### src/hdl/y2r_pkg.sv
// Package for the YUYV to RGB converter: pixel types, color constants,
// lane control struct and the clamp helper. No dependencies.
package y2r_pkg;

    // Number of pixel lanes: pending odd pixel, even pixel, flushed odd pixel
    localparam int LANES = 3;
    localparam int LANE_W = $clog2(LANES + 1);

    // Lane indexes
    localparam int LANE_HELD  = 0;
    localparam int LANE_EVEN  = 1;
    localparam int LANE_FLUSH = 2;

    // Color matrix constants, scaled by 256
    localparam logic signed [10:0] K_RV = 11'sd359;
    localparam logic signed [10:0] K_GU = 11'sd88;
    localparam logic signed [10:0] K_GV = 11'sd183;
    localparam logic signed [10:0] K_BU = 11'sd456;

    // Chroma offset
    localparam logic [7:0] C_MID = 8'd128;

    // Width of the intermediate sums
    localparam int SUM_W = 19;

    typedef logic signed [SUM_W-1:0] t_sum;

    typedef struct packed {
        logic [7:0] red;
        logic [7:0] green;
        logic [7:0] blue;
    } t_rgb;

    typedef struct packed {
        t_rgb rgb;
        logic last;
    } t_pix;

    // Control word that travels with the lane stage
    typedef struct packed {
        logic             valid;
        logic [LANES-1:0] mask;
    } t_lane_ctl;

    // Floor shift by 8 and clamp to 0..255
    function automatic logic [7:0] clamp_shift(input t_sum t);
        logic [7:0] res;
        if (t[SUM_W-1]) begin
            res = 8'd0;
        end else if (|t[SUM_W-2:16]) begin
            res = 8'hff;
        end else begin
            res = t[15:8];
        end
        return res;
    endfunction

endpackage

### src/hdl/y2r_if.sv
// Handshake channels of the converter: YUYV macropixel input and RGB
// pixel output. No dependencies.
interface y2r_in_if;
    logic       valid;
    logic       ready;
    logic [7:0] luma_first;
    logic [7:0] chroma_blue;
    logic [7:0] luma_second;
    logic [7:0] chroma_red;
    logic       frame_last;

    modport source (output valid, luma_first, chroma_blue, luma_second, chroma_red,
                    frame_last, input ready);
    modport sink   (input valid, luma_first, chroma_blue, luma_second, chroma_red,
                    frame_last, output ready);
endinterface

interface y2r_out_if;
    logic       valid;
    logic       ready;
    logic [7:0] red;
    logic [7:0] green;
    logic [7:0] blue;
    logic       pixel_last;

    modport source (output valid, red, green, blue, pixel_last, input ready);
    modport sink   (input valid, red, green, blue, pixel_last, output ready);
endinterface

### src/hdl/y2r_lane.sv
// One color conversion lane: registered products, then sum, shift, clamp.
// Depends on y2r_pkg.
module y2r_lane
    import y2r_pkg::*;
(
    input  logic       i_clk,
    input  logic       i_en,
    input  logic [7:0] i_luma,
    input  logic [7:0] i_cb,
    input  logic [7:0] i_cr,
    output t_rgb       o_rgb
);

    logic signed [7:0] du;
    logic signed [7:0] dv;
    t_sum n_ys, n_pr, n_pgu, n_pgv, n_pb;
    t_sum r_ys, r_pr, r_pgu, r_pgv, r_pb;
    t_sum sum_r, sum_g, sum_b;

    // Centered chroma: C - 128 is C with the top bit flipped
    assign du = signed'(i_cb ^ C_MID);
    assign dv = signed'(i_cr ^ C_MID);

    // Constant multiplies
    always_comb begin
        n_ys  = t_sum'({3'b000, i_luma, 8'h00});
        n_pr  = K_RV * dv;
        n_pgu = K_GU * du;
        n_pgv = K_GV * dv;
        n_pb  = K_BU * du;
    end

    always_ff @(posedge i_clk) begin
        if (i_en) begin
            r_ys  <= n_ys;
            r_pr  <= n_pr;
            r_pgu <= n_pgu;
            r_pgv <= n_pgv;
            r_pb  <= n_pb;
        end
    end

    // Sum and clamp
    always_comb begin
        sum_r = r_ys + r_pr;
        sum_g = r_ys - r_pgu - r_pgv;
        sum_b = r_ys + r_pb;
        o_rgb.red   = clamp_shift(sum_r);
        o_rgb.green = clamp_shift(sum_g);
        o_rgb.blue  = clamp_shift(sum_b);
    end

endmodule

### src/hdl/y2r_merge.sv
// Merge stage: packs the active lane pixels into a small buffer and sends
// them out one per cycle while ready is high. Depends on y2r_pkg, y2r_if.
module y2r_merge
    import y2r_pkg::*;
(
    input  logic        i_clk,
    input  logic        i_rst_n,
    input  t_lane_ctl   i_ctl,
    input  t_rgb        i_lane [LANES],
    output logic        o_take,
    y2r_out_if.source   o_rgb
);

    t_pix             r_buf [LANES];
    t_pix             n_buf [LANES];
    logic [LANE_W-1:0] r_cnt, n_cnt;
    t_pix             list  [LANES];
    logic [LANE_W-1:0] fill;
    logic             pop;

    // Compact the active lanes in order
    always_comb begin
        fill = '0;
        for (int i = 0; i < LANES; i++) begin
            list[i] = '0;
        end
        for (int i = 0; i < LANES; i++) begin
            if (i_ctl.mask[i]) begin
                list[fill[$clog2(LANES)-1:0]].rgb  = i_lane[i];
                list[fill[$clog2(LANES)-1:0]].last = (i == LANE_FLUSH);
                fill = fill + 1'b1;
            end
        end
    end

    assign pop    = o_rgb.valid && o_rgb.ready;
    assign o_take = i_ctl.valid &&
                    ((r_cnt == '0) || ((r_cnt == LANE_W'(1)) && pop));

    // Buffer update: load a new group or shift out the head
    always_comb begin
        n_buf = r_buf;
        n_cnt = r_cnt;
        if (o_take) begin
            n_buf = list;
            n_cnt = fill;
        end else if (pop) begin
            for (int i = 0; i < LANES - 1; i++) begin
                n_buf[i] = r_buf[i+1];
            end
            n_cnt = r_cnt - 1'b1;
        end
    end

    always_ff @(posedge i_clk) begin
        if (!i_rst_n) begin
            r_cnt <= '0;
        end else begin
            r_cnt <= n_cnt;
        end
    end

    always_ff @(posedge i_clk) begin
        r_buf <= n_buf;
    end

    assign o_rgb.valid      = (r_cnt != '0);
    assign o_rgb.red        = r_buf[0].rgb.red;
    assign o_rgb.green      = r_buf[0].rgb.green;
    assign o_rgb.blue       = r_buf[0].rgb.blue;
    assign o_rgb.pixel_last = r_buf[0].last;

endmodule

### src/hdl/yuyv_to_rgb_converter_unit.sv
// Top level of the YUYV 4:2:2 to RGB888 converter.
// Depends on y2r_pkg, y2r_if, y2r_lane and y2r_merge.
//
// Each input item is one YUYV macropixel; each output item is one RGB pixel
// in raster order. The odd pixel of a macropixel is held until the next
// macropixel arrives, because its chroma is the floored mean of both; the
// frame's last macropixel flushes it at once with its own chroma and
// pixel_last set. Three conversion lanes (held odd pixel, even pixel,
// flushed odd pixel) work in parallel and a merge buffer sends their results
// one per cycle while the output is ready; each item gives its pixels in
// turn: two in steady state, one for the first macropixel of a longer
// frame, up to three for the last. An input passes the lane product
// registers and the merge buffer before its first pixel shows. The output
// port sets the rate; the next item is taken while the previous pixels drain.
module yuyv_to_rgb_converter_unit
    import y2r_pkg::*;
(
    input  logic      i_clk,
    input  logic      i_rst_n,
    y2r_in_if.sink    i_yuyv,
    y2r_out_if.source o_rgb
);

    logic       acc;
    logic       take;
    t_lane_ctl  r_ctl;
    logic [7:0] r_held_luma, r_held_cb, r_held_cr;
    logic       r_held_valid;
    logic [8:0] sum_cb, sum_cr;
    t_rgb       lane_rgb [LANES];

    assign i_yuyv.ready = !r_ctl.valid || take;
    assign acc          = i_yuyv.valid && i_yuyv.ready;

    // Chroma mean for the held odd pixel
    assign sum_cb = {1'b0, r_held_cb} + {1'b0, i_yuyv.chroma_blue};
    assign sum_cr = {1'b0, r_held_cr} + {1'b0, i_yuyv.chroma_red};

    // Lanes
    y2r_lane u_lane_held (
        .i_clk  (i_clk),
        .i_en   (i_yuyv.ready),
        .i_luma (r_held_luma),
        .i_cb   (sum_cb[8:1]),
        .i_cr   (sum_cr[8:1]),
        .o_rgb  (lane_rgb[LANE_HELD])
    );

    y2r_lane u_lane_even (
        .i_clk  (i_clk),
        .i_en   (i_yuyv.ready),
        .i_luma (i_yuyv.luma_first),
        .i_cb   (i_yuyv.chroma_blue),
        .i_cr   (i_yuyv.chroma_red),
        .o_rgb  (lane_rgb[LANE_EVEN])
    );

    y2r_lane u_lane_flush (
        .i_clk  (i_clk),
        .i_en   (i_yuyv.ready),
        .i_luma (i_yuyv.luma_second),
        .i_cb   (i_yuyv.chroma_blue),
        .i_cr   (i_yuyv.chroma_red),
        .o_rgb  (lane_rgb[LANE_FLUSH])
    );

    // Lane stage control
    always_ff @(posedge i_clk) begin
        if (!i_rst_n) begin
            r_ctl <= '0;
        end else if (i_yuyv.ready) begin
            r_ctl.valid            <= acc;
            r_ctl.mask[LANE_HELD]  <= r_held_valid;
            r_ctl.mask[LANE_EVEN]  <= 1'b1;
            r_ctl.mask[LANE_FLUSH] <= i_yuyv.frame_last;
        end
    end

    // Pending odd pixel
    always_ff @(posedge i_clk) begin
        if (!i_rst_n) begin
            r_held_valid <= 1'b0;
            r_held_luma  <= '0;
            r_held_cb    <= '0;
            r_held_cr    <= '0;
        end else if (acc) begin
            r_held_valid <= !i_yuyv.frame_last;
            r_held_luma  <= i_yuyv.luma_second;
            r_held_cb    <= i_yuyv.chroma_blue;
            r_held_cr    <= i_yuyv.chroma_red;
        end
    end

    y2r_merge u_merge (
        .i_clk   (i_clk),
        .i_rst_n (i_rst_n),
        .i_ctl   (r_ctl),
        .i_lane  (lane_rgb),
        .o_take  (take),
        .o_rgb   (o_rgb)
    );

`ifndef SYNTHESIS
    // Frame end leaves nothing pending
    a_flush_clears: assert property (@(posedge i_clk) disable iff (!i_rst_n)
        acc && i_yuyv.frame_last |=> !r_held_valid)
        else $error("held pixel survived frame end");

    // A mid-frame item always leaves its odd pixel pending
    a_hold_sets: assert property (@(posedge i_clk) disable iff (!i_rst_n)
        acc && !i_yuyv.frame_last |=> r_held_valid)
        else $error("odd pixel not held");

    // A lane group waits until the merge buffer takes it
    a_group_kept: assert property (@(posedge i_clk) disable iff (!i_rst_n)
        r_ctl.valid && !take |=> r_ctl.valid)
        else $error("lane group dropped");

    // A taken group always shows a pixel next cycle
    a_take_shows: assert property (@(posedge i_clk) disable iff (!i_rst_n)
        take |=> o_rgb.valid)
        else $error("taken group produced no pixel");
`endif

endmodule

### src/flat_wrapper.sv
// flat-port wrapper written by rule: the top's interface ports become plain ports
module yuyv_to_rgb_converter_unit_flat import y2r_pkg::*;
  (i_clk, i_rst_n, i_yuyv_valid, i_yuyv_luma_first, i_yuyv_chroma_blue, i_yuyv_luma_second, i_yuyv_chroma_red, i_yuyv_frame_last, i_yuyv_ready, o_rgb_valid, o_rgb_red, o_rgb_green, o_rgb_blue, o_rgb_pixel_last, o_rgb_ready);
  y2r_in_if i_yuyv_i ();
  y2r_out_if o_rgb_i ();
  input  logic i_clk;
  input  logic i_rst_n;
  input wire logic [$bits(i_yuyv_i.valid)-1:0] i_yuyv_valid;
  input wire logic [$bits(i_yuyv_i.luma_first)-1:0] i_yuyv_luma_first;
  input wire logic [$bits(i_yuyv_i.chroma_blue)-1:0] i_yuyv_chroma_blue;
  input wire logic [$bits(i_yuyv_i.luma_second)-1:0] i_yuyv_luma_second;
  input wire logic [$bits(i_yuyv_i.chroma_red)-1:0] i_yuyv_chroma_red;
  input wire logic [$bits(i_yuyv_i.frame_last)-1:0] i_yuyv_frame_last;
  output wire logic [$bits(i_yuyv_i.ready)-1:0] i_yuyv_ready;
  output wire logic [$bits(o_rgb_i.valid)-1:0] o_rgb_valid;
  output wire logic [$bits(o_rgb_i.red)-1:0] o_rgb_red;
  output wire logic [$bits(o_rgb_i.green)-1:0] o_rgb_green;
  output wire logic [$bits(o_rgb_i.blue)-1:0] o_rgb_blue;
  output wire logic [$bits(o_rgb_i.pixel_last)-1:0] o_rgb_pixel_last;
  input wire logic [$bits(o_rgb_i.ready)-1:0] o_rgb_ready;
  assign i_yuyv_i.valid = i_yuyv_valid;
  assign i_yuyv_i.luma_first = i_yuyv_luma_first;
  assign i_yuyv_i.chroma_blue = i_yuyv_chroma_blue;
  assign i_yuyv_i.luma_second = i_yuyv_luma_second;
  assign i_yuyv_i.chroma_red = i_yuyv_chroma_red;
  assign i_yuyv_i.frame_last = i_yuyv_frame_last;
  assign i_yuyv_ready = i_yuyv_i.ready;
  assign o_rgb_valid = o_rgb_i.valid;
  assign o_rgb_red = o_rgb_i.red;
  assign o_rgb_green = o_rgb_i.green;
  assign o_rgb_blue = o_rgb_i.blue;
  assign o_rgb_pixel_last = o_rgb_i.pixel_last;
  assign o_rgb_i.ready = o_rgb_ready;
  yuyv_to_rgb_converter_unit u_core (.i_clk(i_clk), .i_rst_n(i_rst_n), .i_yuyv(i_yuyv_i), .o_rgb(o_rgb_i));
endmodule
### config.mk
export PLATFORM = sky130hd
export DESIGN_NAME = yuyv_to_rgb_converter_unit_flat
export DESIGN_NICKNAME = d
export VERILOG_FILES = /design/src/hdl/y2r_pkg.sv /design/src/hdl/y2r_if.sv /design/src/hdl/y2r_lane.sv /design/src/hdl/y2r_merge.sv /design/src/hdl/yuyv_to_rgb_converter_unit.sv /design/src/flat_wrapper.sv
export SDC_FILE = /design/constraint.sdc
export NUM_CORES = 1
export LEC_CHECK = 0
export ABC_CLOCK_PERIOD_IN_PS = 5500
export BUFFER_PORTS_ARGS = -buffer_cell sky130_fd_sc_hd__buf_2
export CELL_PAD_IN_SITES_DETAIL_PLACEMENT = 0
export CELL_PAD_IN_SITES_GLOBAL_PLACEMENT = 1
export CORE_ASPECT_RATIO = 1.4
export CORE_UTILIZATION = 47
export CTS_BUF_LIST = sky130_fd_sc_hd__clkbuf_4
export DETAILED_ROUTE_END_ITERATION = 10
export GPL_TIMING_DRIVEN = 1
export PLACE_DENSITY = 0.83
export SYNTH_ARGS = -nofsm -noshare
export SYNTH_HDL_FRONTEND = slang
export SYNTH_SLANG_ARGS = --single-unit
### constraint.sdc
create_clock -name i_clk -period 5.5 [get_ports i_clk]
set_clock_uncertainty 0.15 [all_clocks]
set_input_delay 0.275 -clock i_clk [delete_from_list [all_inputs] [get_ports i_clk]]
set_output_delay 0.275 -clock i_clk [all_outputs]
set_load 0.1 [all_outputs]
==> metrics.txt, run 1 <==
die height=260 um; GP Congestion=0.932; Setup WS post-layout=roughly 0.12 ns; Synth async-reset ratio=0%; ys flop type=edfxtp_1; Hold Fails Final Rpt=0; hpwl dp=~46000 um; arrival time of the worst setup path=5.79 ns; core area=46900 sq um; RSZ-0062 raised after global routing=true; remaining antenna violation count after routing=0; Final Setup Violations=0; R2R setup slack=0.12 ns; Setup CP Type=register to register; # nets final=3046; Synth Register Bits=230; Die W=186 um; row cnt=94; Area growth syn-to-layout=15.5%; Max Root-Sink Buffers=3; post-synthesis sequential area ratio=29.5%; final cell count without fillers=around 3.2k; Worst-Skew Late Latency=0.83 ns; initial antenna violation count=4; kind of start point of the critical path=register; capturing element type of the critical path=register; First-pass DRT Iterations=5; Hold Path End=u_core.u_lane_flush.r_ys[9]; worst r2r dst=u_core.u_lane_held.r_pgv[15]; mapped cell area=22400 sq um; IO buf count=63; worst reg2reg path startpoint=u_core.r_held_cr[1]; via count=17.2k; Detailed Route Iter0 Violations=about 840; Final min period=5.38 ns; drt wl/cell=18.1 um; Post-synth EDFFs=199; worst slack, placed=-0.342 ns; CP Data Required Time=~6 ns; largest net degree at the start of global routing=51; Top Ports=64; Initial Util=a little under half; Critical Path Fanout Max=2; # H-tree levels=2; CTS Buf Count=61; Synth Warn #=0; Worst Hold Class=input port to register; Cells after Synth=2303; post-synth cell types=86; status=complete, no violations; syn_area_per_cell=9.71 sq um; Inst Count DP=3026; fraction of layout cells with a size suffix above 1=14.5%; crit share post-route=97.8%; Net Count, Synth=2814; Hold WS=0.109 ns; global-route wire length before repair=91500 um; clk slew on worst S/H paths=0.07 ns; Max-slew headroom=a little over a fifth; max_cap viols=0; slew of the pin with the lowest slew margin=1.18 ns; Avg Vias per Cell=5.34; Max Clk Rate=around 190 MHz; Slew Viols, Final=0; WL final=58100 um; Clock Tree Root=clkbuf_4; die area=48500 sq um; CTS tree=done; R2R cell count=25; DRC viols=0; hold path cells=2; Num Clock Sinks=230; vias in the first global route=17.5k; total track usage=24.1%; hold_sp=i_yuyv_luma_second[1]; total grt overflow=0
-- worst max path at each step --
| stage | cells past startpoint | endpoint | from | slack [ns] |
|---|---|---|---|---|
| 3_3_place_gp | 25 | u_core.u_lane_held.r_pr[16] | i_yuyv_chroma_red[0] | -0.21 |
| 2_1_floorplan | 24 | u_core.u_lane_held.r_pgv[15] | u_core.r_held_cr[0] | 0.01 |
| 6_report | 25 | u_core.u_lane_held.r_pgv[15] | u_core.r_held_cr[1] | 0.12 |
| 4_1_cts | 23 | u_core.u_lane_held.r_pgv[17] | u_core.r_held_cr[1] | -0.006 |
| 3_5_place_dp | 25 | u_core.u_lane_held.r_pgv[17] | i_yuyv_chroma_red[0] | -0.34 |
| 5_1_grt | 25 | u_core.u_lane_held.r_pgv[15] | u_core.r_held_cr[1] | -0.11 |
-- metrics by stage --
step / setup TNS, ns / util [%] / area (sq um)
2_1_floorplan: 0 / - / 22400
3_3_place_gp: -1.43 / 50.8 / 23900
3_5_place_dp: -2.41 / 50.8 / 23900
4_1_cts: -0.00617 / 54.2 / 25500
5_1_grt: -0.392 / 55.0 / 25800
6_report: 0 / 55.0 / 25800
-- cell type report --
| class | count | area, sq um |
|---|---|---|
| multi-input cells | 1624 | 14400 |
| flip-flops and latches | 230 | 6600 |
| well taps | 624 | 781 |
| clock inverters | 34 | 324 |
| clock buffers | 80 | 601 |
| repair buffers | 223 | 1660 |
| inverters | 395 | 1480 |
| fillers | 4223 | 21100 |
| diodes | 4 | 10.0 |
-- layer usage --
metal | GRT usage [%] | wire [um] | up-vias
li1 | - | - | 8456
met1 | 28.5 | 24200 | 8172
met2 | 42.3 | 28500 | 393
met3 | 3.39 | 2390 | 130
met4 | 13.3 | 2970 | 2
met5 | 0 | 14 | -
-- repair_timing --
item                                   4_1_cts  5_1_grt
endpoints found under the hold margin       60        0
setup buffers                               14        9
hold buffers                                47        0
pin swaps                                   15       51
gates resized for setup                     19       50
setup endpoints to repair                    9       15
-- cell families (layout without fill, tap and decap cells) --
| family | after synthesis | after routing | synth area share [%] |
|---|---|---|---|
| compound gates | 524 | 524 | 15.8 |
| xor+xnor | 136 | 136 | 5.36 |
| fa+ha+maj | 474 | 474 | 30.8 |
| buf+inv | 449 | 732 | 7.95 |
| flops | 230 | 230 | 29.5 |
| mux | 7 | 7 | 0.330 |
| other cells | 1 | 5 | 0.0168 |
| simple gates | 482 | 482 | 10.2 |
-- worst max-delay path, cell delays in order, from the launching register on --
cell and delay [ns]:
dfxtp_2 0.34, buf_6 0.12, fa_2 0.36, a21o_1 0.18, a21oi_2 0.17, buf_4 0.16, xnor2_4 0.11, inv_2 0.07
xnor2_2 0.15, ha_2 0.18, or2_4 0.26, ha_4 0.22, ha_4 0.26, inv_2 0.04, fa_1 0.55, inv_1 0.07
ha_1 0.28, a21o_1 0.18, a21oi_2 0.15, o21ai_1 0.10, a21oi_2 0.14, nor2b_1 0.07, o2111ai_1 0.19, nand3_1 0.12
o41a_1 0.39, xor2_1 0.15
-- registers in the layout, indices dropped and copies added, names as in the netlist, 11 cells and up --
name,flops
u_core.u_merge.r_buf,50
u_core.u_lane_even.r_pr,14
u_core.u_lane_held.r_pr,14
u_core.u_lane_even.r_pgv,13
u_core.u_lane_held.r_pgv,13
u_core.u_lane_even.r_pgu,12
u_core.u_lane_held.r_pgu,12
u_core.u_lane_even.r_pb,11
u_core.u_lane_held.r_pb,11
-- Yosys cell counts (29+ instances only) --
cell type | instances | area share, %
a21boi_0 | 31 | 1.0
a21o_1 | 38 | 1.3
a21oi_1 | 101 | 2.3
a31oi_1 | 33 | 0.92
dfxtp_1 | 31 | 2.8
edfxtp_1 | 199 | 27
fa_1 | 126 | 11
ha_1 | 348 | 19
inv_1 | 392 | 6.6
nand2_1 | 165 | 2.8
nand3_1 | 29 | 0.65
nor2_1 | 123 | 2.1
nor2b_1 | 40 | 1.1
nor3_1 | 31 | 0.69
o21a_1 | 35 | 1.2
o21ai_0 | 78 | 1.7
o21ai_1 | 36 | 0.81
xnor2_1 | 103 | 4.0
xor2_1 | 32 | 1.3
-- placed cells by master (no fill, tap or decap), types with 10 or more instances in the layout --
cell type,instances
a211oi_1,10
edfxtp_1,199
buf_4,108
a21oi_2,12
nand2_1,163
xor2_1,30
o21ai_1,33
inv_2,10
clkbuf_4,80
buf_2,63
o21bai_1,23
a21boi_1,11
nor2b_1,40
clkinv_1,16
and2_1,12
fa_1,123
nor2_1,123
o211ai_1,21
dfxtp_1,29
nand2b_1,12
a31oi_1,32
ha_4,12
clkinv_2,10
o21a_1,35
a21o_1,38
nand3_1,29
a21boi_0,29
nor3_1,29
xnor2_1,97
inv_1,386
ha_1,332
o21ai_0,77
a21oi_1,91
dlygate4sd3_1,47
Power of run 1 is not shown: default switching activity piles up to over one toggle a cycle in this logic, so the estimate is an artifact.
==> run 2: changes to the inputs <==
--- a/config.mk
+++ b/config.mk
@@ -15,6 +15,7 @@
 export DETAILED_ROUTE_END_ITERATION = 10
 export GPL_TIMING_DRIVEN = 1
 export PLACE_DENSITY = 0.83
+export REMOVE_ABC_BUFFERS = 1
 export SYNTH_ARGS = -nofsm -noshare
 export SYNTH_HDL_FRONTEND = slang
 export SYNTH_SLANG_ARGS = --single-unit
==> metrics.txt, run 2 (synthesis results as in run 1) <==
Max Clk Rate=187 MHz (+0.72%); status=complete, no violations; Slew Viols, Final=0 (unchanged); Initial Util=47.6% (unchanged); core area=46900 sq um (unchanged); total grt overflow=0 (unchanged); commonest non-fill, non-tap cell in the layout=inv_1; slew of the pin with the lowest slew margin=1.05 ns (-0.127 ns); Crit path largest cell delay=0.51 ns (-0.04 ns); Max-slew headroom=30.0% (+8.7 points); Layout fillers=4096 (-3.0%); capturing element type of the critical path=register; total track usage=24.4% (+0.24 points); Setup CP Type=register to register; die area=48500 sq um (unchanged); multi-input logic area=14300 sq um (about the same); global-route wire length before repair=92300 um (+0.90%); die height=260 um (unchanged); Critical Path Fanout Max=3 (+1); # nets final=3045 (-0.033%); highest-delay cell along the critical path=fa_1; CTS Buf Count=61 (unchanged); Largest regs=u_core.u_merge.r_buf (50), u_core.u_lane_even.r_pr (14), u_core.u_lane_held.r_pr (14); Max Root-Sink Buffers=3 (unchanged); RSZ-0062 raised after global routing=true; initial antenna violation count=3 (-1); Top Ports=64 (unchanged); Area growth syn-to-layout=15.2%; Worst Hold Class=input port to register; Detailed Route Iter0 Violations=880 (+5.4%); Avg Vias per Cell=5.39 (+0.94%); drt wl/cell=18.2 um (+0.42%); WL final=58400 um (+0.45%); Hold Fails Final Rpt=0 (unchanged); WP buf/inv=5 (unchanged); crit share post-route=97.1% (-0.70 points); Reg area=6600 sq um (about the same); CTS tree=done; DRC viols=0 (unchanged); kind of start point of the critical path=register; vias in the first global route=17.8k (+1.9%); Clock Tree Root=clkbuf_4; largest net degree at the start of global routing=81 (+59%); remaining antenna violation count after routing=0 (unchanged); CP Data Required Time=5.91 ns (about the same); IO buf count=63 (unchanged); clk slew on worst S/H paths=0.07 ns (about the same); arrival time of the worst setup path=5.75 ns (-0.04 ns); max FFs per register=50 (unchanged); hpwl dp=46700 um (+1.4%); Die W=186 um (unchanged); Num Clock Sinks=230 (unchanged); GP Congestion=0.916 (-1.7%); Final Setup Violations=0 (unchanged); row cnt=94 (unchanged); max_cap viols=0 (unchanged); fraction of layout cells with a size suffix above 1=14.5% (-0.039 points); # H-tree levels=2 (unchanged); most frequent cells in the layout=389 x inv_1, 334 x ha_1, 199 x edfxtp_1; Worst-Skew Late Latency=0.84 ns (about the same); Largest Register=u_core.u_merge.r_buf; via count=17.3k (+0.97%); First-pass DRT Iterations=5 (unchanged); post-route setup TNS=0 ns (unchanged); Top delay family on crit path=adder cells; Final min period=5.34 ns (-0.0385 ns)
-- run 2: worst reg2reg max path: cells and delay by family (launching register included) --
kind	cells	cell delay, ns
xor gates and xnor gates	2	0.24
DFF	1	0.31
AOI/OAI and AO/OA	8	1.09
adders and majority gates	6	1.98
buffers and inverters	5	0.55
and+or+nand+nor	4	0.75
-- run 2: area by class of cell --
class	count	area share, %
repair buffers	222	6.35
clock inverters	25	0.836
flip-flops and latches	230	25.6
clock buffers	90	2.62
inverters	395	5.76
well taps	624	3.03
multi-input cells	1624	55.7
diodes	5	0.0486
-- run 2: what timing repair did --
item	in CTS	in global routing
setup endpoints to repair	9	12
pin swaps	6	50
buffers inserted	1	9
resized for setup	11	51
endpoints found under the hold margin	60	0
hold buffers	45	0
-- run 2: worst paths after layout --
kind | start | end | slack (ns) | depth (start not counted)
max | u_core.r_held_cr[0] | u_core.u_lane_held.r_pr[16] | 0.16 | 25
min | i_yuyv_luma_second[7] | u_core.u_lane_flush.r_ys[15] | 0.10 | 2
max reg2reg | u_core.r_held_cr[0] | u_core.u_lane_held.r_pr[16] | 0.16 | 25
min reg2reg | u_core.r_held_luma[3] | u_core.u_lane_held.r_ys[11] | 0.27 | 0
-- run 2: layer usage --
metal	track usage, %	up-vias	part of all wire (%)
met5	0	-	0
met4	13.8	0	5.6
met3	3.47	147	4.1
met2	44.7	419	51
met1	27.0	8303	40
li1	-	8451	-
-- run 2: stage by stage --
stage | hold slack [ns] | instance area, sq um | util [%] | instances | setup WS [ns]
6_report | 0.102 | 25700 | 54.9 | 3215 | 0.159
4_1_cts | 0.00666 | 25300 | 54.0 | 3201 | 0.00221
2_1_floorplan | 0.224 | 22100 | - | 2249 | -0.672
3_3_place_gp | 0.266 | 23900 | 51.0 | 3040 | -0.233
3_5_place_dp | 0.265 | 23900 | 51.0 | 3040 | -0.264
5_1_grt | 0.0352 | 25700 | 54.9 | 3215 | -0.0701
Power of run 2 is left out for the same reason.
